==> src/rtl/core/drk_pkg.sv <==
// shared types and constants of the dense rank block
package drk_pkg;

    localparam int MAX_ITEMS = 64;
    localparam int KEY_W     = 16;
    localparam int IDX_W     = 6;
    localparam int CNT_W     = 7;
    localparam int RANK_W    = 6;
    localparam int QDEPTH    = 4;
    localparam int QPTR_W    = 2;
    localparam int QCNT_W    = 3;

    typedef struct packed {
        logic signed [KEY_W-1:0] key_value;
        logic                    set_end;
    } t_item;

    typedef struct packed {
        logic [RANK_W-1:0] rank_level;
        logic              run_end;
        logic              overflow;
    } t_result;

    typedef struct packed {
        logic signed [KEY_W-1:0] key_value;
        logic                    store;
        logic                    last;
        logic                    ovf;
    } t_cmd;

    typedef struct packed {
        logic full;
        logic empty;
    } t_q_stat;

endpackage

==> src/rtl/core/drk_cmd_fifo.sv <==
// small request queue between the front and the back
module drk_cmd_fifo import drk_pkg::*; (
    input  logic    i_clk,
    input  logic    i_rst_n,
    input  logic    i_push,
    input  t_cmd    i_cmd,
    input  logic    i_pop,
    output t_cmd    o_cmd,
    output t_q_stat o_stat
);

    t_cmd              r_mem [QDEPTH];
    logic [QPTR_W-1:0] r_wp;
    logic [QPTR_W-1:0] r_rp;
    logic [QCNT_W-1:0] r_cnt;
    logic              do_push;
    logic              do_pop;

    assign o_stat.full  = (r_cnt == QCNT_W'(QDEPTH));
    assign o_stat.empty = (r_cnt == '0);
    assign do_push      = i_push && !o_stat.full;
    assign do_pop       = i_pop && !o_stat.empty;
    assign o_cmd        = r_mem[r_rp];

    always_ff @(posedge i_clk) begin
        if (do_push) begin
            r_mem[r_wp] <= i_cmd;
        end
    end

    always_ff @(posedge i_clk) begin
        if (!i_rst_n) begin
            r_wp  <= '0;
            r_rp  <= '0;
            r_cnt <= '0;
        end else begin
            if (do_push) begin
                r_wp <= r_wp + 1'b1;
            end
            if (do_pop) begin
                r_rp <= r_rp + 1'b1;
            end
            if (do_push && !do_pop) begin
                r_cnt <= r_cnt + 1'b1;
            end else if (do_pop && !do_push) begin
                r_cnt <= r_cnt - 1'b1;
            end
        end
    end

endmodule

==> src/rtl/core/drk_front.sv <==
// input side: counts keys per set, drops keys past capacity, builds requests
module drk_front import drk_pkg::*; (
    input  logic    i_clk,
    input  logic    i_rst_n,
    input  logic    i_push,
    input  t_item   i_item,
    input  t_q_stat i_q_stat,
    output logic    o_full,
    output logic    o_q_push,
    output t_cmd    o_cmd
);

    logic [CNT_W-1:0] r_count;
    logic             r_ovf;
    logic             accept;
    logic             store;

    assign o_full          = i_q_stat.full;
    assign accept          = i_push && !i_q_stat.full;
    assign store           = (r_count < CNT_W'(MAX_ITEMS));
    assign o_cmd.key_value = i_item.key_value;
    assign o_cmd.store     = store;
    assign o_cmd.last      = i_item.set_end;
    assign o_cmd.ovf       = r_ovf || !store;
    assign o_q_push        = accept && (store || i_item.set_end);

    always_ff @(posedge i_clk) begin
        if (!i_rst_n) begin
            r_count <= '0;
            r_ovf   <= 1'b0;
        end else if (accept) begin
            if (i_item.set_end) begin
                r_count <= '0;
                r_ovf   <= 1'b0;
            end else if (store) begin
                r_count <= r_count + 1'b1;
            end else begin
                r_ovf <= 1'b1;
            end
        end
    end

endmodule

==> src/rtl/core/drk_back.sv <==
// back side: key store, first-occurrence pass, rank pass and result register
module drk_back import drk_pkg::*; (
    input  logic    i_clk,
    input  logic    i_rst_n,
    input  t_q_stat i_q_stat,
    input  t_cmd    i_cmd,
    output logic    o_q_pop,
    output logic    o_empty,
    input  logic    i_pop,
    output t_result o_result
);

    localparam logic [2:0] S_LOAD   = 3'd0;
    localparam logic [2:0] S_START  = 3'd1;
    localparam logic [2:0] S_SCAN   = 3'd2;
    localparam logic [2:0] S_WAIT   = 3'd3;
    localparam logic [2:0] S_FINISH = 3'd4;

    localparam logic PASS_FIRST = 1'b0;
    localparam logic PASS_RANK  = 1'b1;

    logic [2:0]              r_state;
    logic                    r_pass;
    logic [CNT_W-1:0]        r_wr_cnt;
    logic [IDX_W-1:0]        r_last_idx;
    logic                    r_ovf;
    logic [IDX_W-1:0]        r_o;
    logic [IDX_W-1:0]        r_s;
    logic                    r_p_valid;
    logic [IDX_W-1:0]        r_p_idx;
    logic                    r_match;
    logic [RANK_W-1:0]       r_rank;
    logic                    r_out_valid;
    t_result                 r_out;

    logic signed [KEY_W-1:0] r_key_mem [MAX_ITEMS];
    logic                    r_flag_mem [MAX_ITEMS];
    logic signed [KEY_W-1:0] r_rd_a;
    logic signed [KEY_W-1:0] r_rd_b;
    logic                    r_rd_f;

    logic                    take_cmd;
    logic                    key_we;
    logic                    flag_we;
    logic                    emit_ok;
    logic                    emit;
    logic                    step_done;

    assign take_cmd  = (r_state == S_LOAD) && !i_q_stat.empty;
    assign key_we    = take_cmd && i_cmd.store;
    assign flag_we   = (r_state == S_FINISH) && (r_pass == PASS_FIRST);
    assign emit_ok   = !r_out_valid || i_pop;
    assign emit      = (r_state == S_FINISH) && (r_pass == PASS_RANK) && emit_ok;
    assign step_done = (r_state == S_FINISH) && ((r_pass == PASS_FIRST) || emit_ok);
    assign o_q_pop   = take_cmd;
    assign o_empty   = !r_out_valid;
    assign o_result  = r_out;

    always_ff @(posedge i_clk) begin
        if (key_we) begin
            r_key_mem[r_wr_cnt[IDX_W-1:0]] <= i_cmd.key_value;
        end
        r_rd_a <= r_key_mem[r_o];
        r_rd_b <= r_key_mem[r_s];
    end

    always_ff @(posedge i_clk) begin
        if (flag_we) begin
            r_flag_mem[r_o] <= !r_match;
        end
        r_rd_f <= r_flag_mem[r_s];
    end

    always_ff @(posedge i_clk) begin
        if (!i_rst_n) begin
            r_state     <= S_LOAD;
            r_pass      <= PASS_FIRST;
            r_wr_cnt    <= '0;
            r_last_idx  <= '0;
            r_ovf       <= 1'b0;
            r_o         <= '0;
            r_s         <= '0;
            r_p_valid   <= 1'b0;
            r_out_valid <= 1'b0;
        end else begin
            r_p_valid <= (r_state == S_SCAN);
            if (emit) begin
                r_out_valid <= 1'b1;
            end else if (i_pop && r_out_valid) begin
                r_out_valid <= 1'b0;
            end
            if (r_p_valid) begin
                if (r_pass == PASS_FIRST) begin
                    if ((r_p_idx < r_o) && (r_rd_b == r_rd_a)) begin
                        r_match <= 1'b1;
                    end
                end else if (r_rd_f && (r_rd_b < r_rd_a)) begin
                    r_rank <= r_rank + 1'b1;
                end
            end
            case (r_state)
                S_LOAD: begin
                    if (take_cmd) begin
                        if (i_cmd.store) begin
                            r_wr_cnt <= r_wr_cnt + 1'b1;
                        end
                        if (i_cmd.last) begin
                            r_last_idx <= IDX_W'(r_wr_cnt + CNT_W'(i_cmd.store) - CNT_W'(1));
                            r_ovf      <= i_cmd.ovf;
                            r_pass     <= PASS_FIRST;
                            r_o        <= '0;
                            r_state    <= S_START;
                        end
                    end
                end
                S_START: begin
                    r_s     <= '0;
                    r_match <= 1'b0;
                    r_rank  <= '0;
                    r_state <= S_SCAN;
                end
                S_SCAN: begin
                    r_p_idx   <= r_s;
                    r_s       <= r_s + 1'b1;
                    if (r_s == r_last_idx) begin
                        r_state <= S_WAIT;
                    end
                end
                S_WAIT: begin
                    r_state <= S_FINISH;
                end
                S_FINISH: begin
                    if (emit) begin
                        r_out.rank_level <= r_rank;
                        r_out.run_end    <= (r_o == r_last_idx);
                        r_out.overflow   <= r_ovf;
                    end
                    if (step_done) begin
                        if (r_o == r_last_idx) begin
                            if (r_pass == PASS_FIRST) begin
                                r_pass  <= PASS_RANK;
                                r_o     <= '0;
                                r_state <= S_START;
                            end else begin
                                r_wr_cnt <= '0;
                                r_state  <= S_LOAD;
                            end
                        end else begin
                            r_o     <= r_o + 1'b1;
                            r_state <= S_START;
                        end
                    end
                end
                default: begin
                    r_state <= S_LOAD;
                end
            endcase
        end
    end

endmodule

==> src/rtl/core/dense_rank_keys.sv <==
// top level of the dense rank block
// keys load one per cycle while the request queue has room (queue of four requests)
// after the marked key a set of n keys is ranked in two passes:
// each of two passes scans the key store once per key
// rank pass gives one result per key; a result not yet popped stalls it
// i_rst_n is synchronous: queue, counters, sequencer and result valid clear, store is not cleared
module dense_rank_keys import drk_pkg::*; (
    input  logic    i_clk,
    input  logic    i_rst_n,
    input  logic    push,
    output logic    full,
    input  t_item   i_item,
    output logic    empty,
    input  logic    pop,
    output t_result o_result
);

    t_cmd    front_cmd;
    t_cmd    q_cmd;
    t_q_stat q_stat;
    logic    q_push;
    logic    q_pop;

    drk_front u_front (
        .i_clk    (i_clk),
        .i_rst_n  (i_rst_n),
        .i_push   (push),
        .i_item   (i_item),
        .i_q_stat (q_stat),
        .o_full   (full),
        .o_q_push (q_push),
        .o_cmd    (front_cmd)
    );

    drk_cmd_fifo u_fifo (
        .i_clk   (i_clk),
        .i_rst_n (i_rst_n),
        .i_push  (q_push),
        .i_cmd   (front_cmd),
        .i_pop   (q_pop),
        .o_cmd   (q_cmd),
        .o_stat  (q_stat)
    );

    drk_back u_back (
        .i_clk    (i_clk),
        .i_rst_n  (i_rst_n),
        .i_q_stat (q_stat),
        .i_cmd    (q_cmd),
        .o_q_pop  (q_pop),
        .o_empty  (empty),
        .i_pop    (pop),
        .o_result (o_result)
    );

endmodule

==> config.mk <==
export PLATFORM = sky130hd
export DESIGN_NAME = dense_rank_keys
export DESIGN_NICKNAME = d
export VERILOG_FILES = /design/src/rtl/core/drk_pkg.sv /design/src/rtl/core/drk_cmd_fifo.sv /design/src/rtl/core/drk_front.sv /design/src/rtl/core/drk_back.sv /design/src/rtl/core/dense_rank_keys.sv
export SDC_FILE = /design/constraint.sdc
export NUM_CORES = 2
export LEC_CHECK = 0
export BUFFER_PORTS_ARGS = -buffer_cell sky130_fd_sc_hd__clkbuf_2
export CORE_UTILIZATION = 50
export DETAILED_ROUTE_END_ITERATION = 10
export PLACE_DENSITY_LB_ADDON = 0.1
export RECOVER_POWER = 25
export SLEW_MARGIN = 10
export SYNTH_ARGS = -nofsm -noshare
export SYNTH_HDL_FRONTEND = slang
export SYNTH_HIERARCHICAL = 1
export SYNTH_SLANG_ARGS = --single-unit
==> constraint.sdc <==
create_clock -name i_clk -period 3.8 [get_ports i_clk]
set_input_delay 0.19 -clock i_clk [delete_from_list [all_inputs] [get_ports i_clk]]
set_output_delay 0.19 -clock i_clk [all_outputs]
set_load 0.1 [all_outputs]
==> flow_summary.toml <==
[critical_path]
crit_slowest_cell = "o21ai_0"
reg2reg_depth = 7
end_kind = "register"
critPathLaunchType = "register"
path_class = "reg -> reg"
crit_family = "compound AO/OA/AOI/OAI gates"
cp.depth = 7
crit_arrival_ns = 4.60
crit_end = "u_back/r_rd_a[10]"
regToRegSetupSlack_ns = -0.15
cp.required_ns = 4.45
slowest_delay_ns = 1.13
cp_cell_sequence = "nor2_4 -> buf_4 -> a22oi_1 -> o22ai_1 -> o21ai_0 -> o211ai_1 -> or3_1"
worstPathBufferInverterCount = 1
worstReg2RegEnd = "u_back/r_rd_a[10]"
r2r_start = "u_back/r_o[2]"
critPathMaxFanout = 45
cp-startpoint = "u_back/r_o[2]"

[layout]
nets = 3736
areaGrowthSynthToFinish_pct = 14.7
utilization = 0.582
drive_gt1_frac = 0.291

[cts]
cts_tree = "done"
cts_setup_buffers = 0
cts_root_buf = "clkbuf_16"
clk_pin_slew_ns = 0.06
cts_resized = 0
clk_path_buf_depth = 3
cts.sinks = 1266
cts-buffers-inserted = 139
h-tree-depth = 4
clkLatencyLatePin_ns = 0.77

[power]
ir_worst_vdd_v = 0.000559
powerDensity_nw_per_um2 = 601
p_leak_nw = 20.8
finalPower_mw = 39.6

[synth]
yosysWarnings = 6
synthCells = 3375
synthFlopType = "edfxtp_1"
syn_area_um2 = 57400
yosysUniqueCellTypes = 84
synth.avg_cell_area_um2 = 17.0
synth.top_cell.area_share = 0.619
synth-seq-cells = 1266
synth_edf_count = 1185
post-synth-top-count-cell = "edfxtp_1"
synth_area_leaders = "edfxtp_1 62%, mux4_2 16%, dfxtp_1 2.8%"
yosysSeqAreaShare = 0.648
synth_area_leader_cell = "edfxtp_1"
synth_common_cells = "1,185 x edfxtp_1, 398 x mux4_2, 209 x nor2_1"
async_reset_ff_frac = 0
synth.net_count = 3430

[grt]
grt_pass1_wl_um = 295000
grt.total_usage = 0.372
grt_max_degree = 65
overflow = 0
grt_pass1_vias = 36700
antenna_found_initial = 12

[floorplanning]
pin_count = 31
row_count = 123
die_h_um = 341
die_w_um = 341
start_util = 0.507
dieArea_um2 = 116000
fp.coreArea_um2 = 113000

[timing]
finClkSkew_ns = 0.0307
hold_viol = 0
maxSlewHeadroom = -0.216
rsz0062_at_grt = "false"
max_freq_ghz = 0.253
finalCritPeriodShare = 1.04
tns_ns = -0.152
min_period_ns = 3.95
setup_ws_ns = -0.152
slew_violations = 564
worst-slew-pin-transition_ns = 1.82
setup_viol = 1

[placed_design]
gp_congestion = 1.01
hpwlAfterDp_um = 145000
io_buffers = 30
post-place-ws_ns = 0.155

[routing]
vias_per_cell = 7.08
post-route-drc-count = 0
wl_per_cell_um = 40.6
drtIter0Drc = 5674
vias = 37500
postRouteAntennaNets = 0
wl_um = 215000
firstDrtPassIters = 8

[min_path]
hold_path.class = "in -> reg"
worstHoldPathCells = 3
holdCritStartpoint = "i_rst_n"

[job]
drv_cap = 11

[status]
status = "complete, but fails checks"
violations = "capacitance limit, slew limit, setup timing"
## cell families after synthesis
logic type | after synthesis | share of synthesized area
AOI/OAI and AO/OA | 609 | 0.0772
xor gates and xnor gates | 29 | 0.00442
adders and majority gates | 34 | 0.00754
buffers and inverters | 308 | 0.0283
DFF | 1266 | 0.648
muxes | 572 | 0.189
and+or+nand+nor | 557 | 0.0461
## worst reg2reg max path, stage by stage (launching register included)
cell and delay (ns):
dfxtp_4 0.98, nor2_4 0.59, buf_4 0.32, a22oi_1 0.16, o22ai_1 0.10, o21ai_0 1.13, o211ai_1 0.18, or3_1 0.38
## cells in the final DEF, fill, tap and decap left out, types with 55 or more instances in the layout
master	count
edfxtp_1	1185
mux4_2	398
buf_4	341
nor2_1	152
clkbuf_16	142
nand2_1	136
mux2i_1	123
o22ai_1	103
a221oi_1	101
dfxtp_1	76
a21oi_1	73
o21ai_0	71
clkbuf_1	70
a22oi_1	70
a22o_1	60
nor2_2	55
## how the worst min path moves through the flow
stage          slack (ns)                   to
3_5_place_dp         0.41   u_fifo/r_mem[0][9]
6_report             0.13        u_back/r_s[3]
3_3_place_gp         0.40   u_fifo/r_mem[3][5]
4_1_cts              0.09        u_back/r_s[3]
5_1_grt              0.14        u_back/r_s[3]
2_1_floorplan        0.39  u_fifo/r_mem[0][10]
## repair_timing
action | 4_1_cts | 5_1_grt
setup endpoints to repair | 0 | 0
hold buffers | 19 | 0
endpoints found under the hold margin | 78 | 0
## registers in the layout, summed over array words and instances (netlist names), 2 cells and up, named ones only
| name | cells |
|---|---|
| u_back/r_rank | 6 |
| u_back/r_state | 3 |
| u_back/o_result | 8 |
| u_fifo/r_cnt | 3 |
| u_front/r_count | 7 |
| u_fifo/r_mem | 76 |
| u_back/r_rd_b | 16 |
| u_fifo/r_wp | 2 |
| u_back/r_wr_cnt | 6 |
| u_fifo/r_rp | 2 |
| u_back/r_flag_mem | 64 |
| u_back/r_key_mem | 1024 |
| u_back/r_last_idx | 6 |
| u_back/r_rd_a | 16 |
| u_back/r_s | 6 |
| u_back/r_p_idx | 6 |
| u_back/r_o | 6 |
## where the power goes
part | internal [mW] | switching, mW
clock network | 7.49 | 5.60
logic | 3.31 | 5.66
registers | 17.1 | 0.431
total | 27.9 | 11.7
## per-stage QoR
step                      instance area [µm²]  hold WS [ns]  std cells
after floorplan                         57400         0.386       3375
after global placement                  61500         0.401       5020
after detailed placement                61500         0.414       5021
after CTS                               66000        0.0893       5290
after global routing                    65900         0.142       5290
final                                   65900         0.130       5293
## layout make-up
class,instances,area (µm²)
Antenna cell,3,7.51
Clock buffer,188,3820
Clock inverter,62,551
Fill cell,8678,47400
Inverter,39,146
Multi-Input combinational cell,1801,18800
Sequential cell,1266,37200
Tap cell,1500,1880
Timing Repair Buffer,434,3500
## layer usage
metal,vias up,track usage,part of all wire
li1,14700,-,-
met1,19600,0.498,0.37
met2,2700,0.556,0.45
met3,529,0.113,0.13
met4,10,0.179,0.055
met5,-,0,0.00033
(Power assumes the default switching activity.)
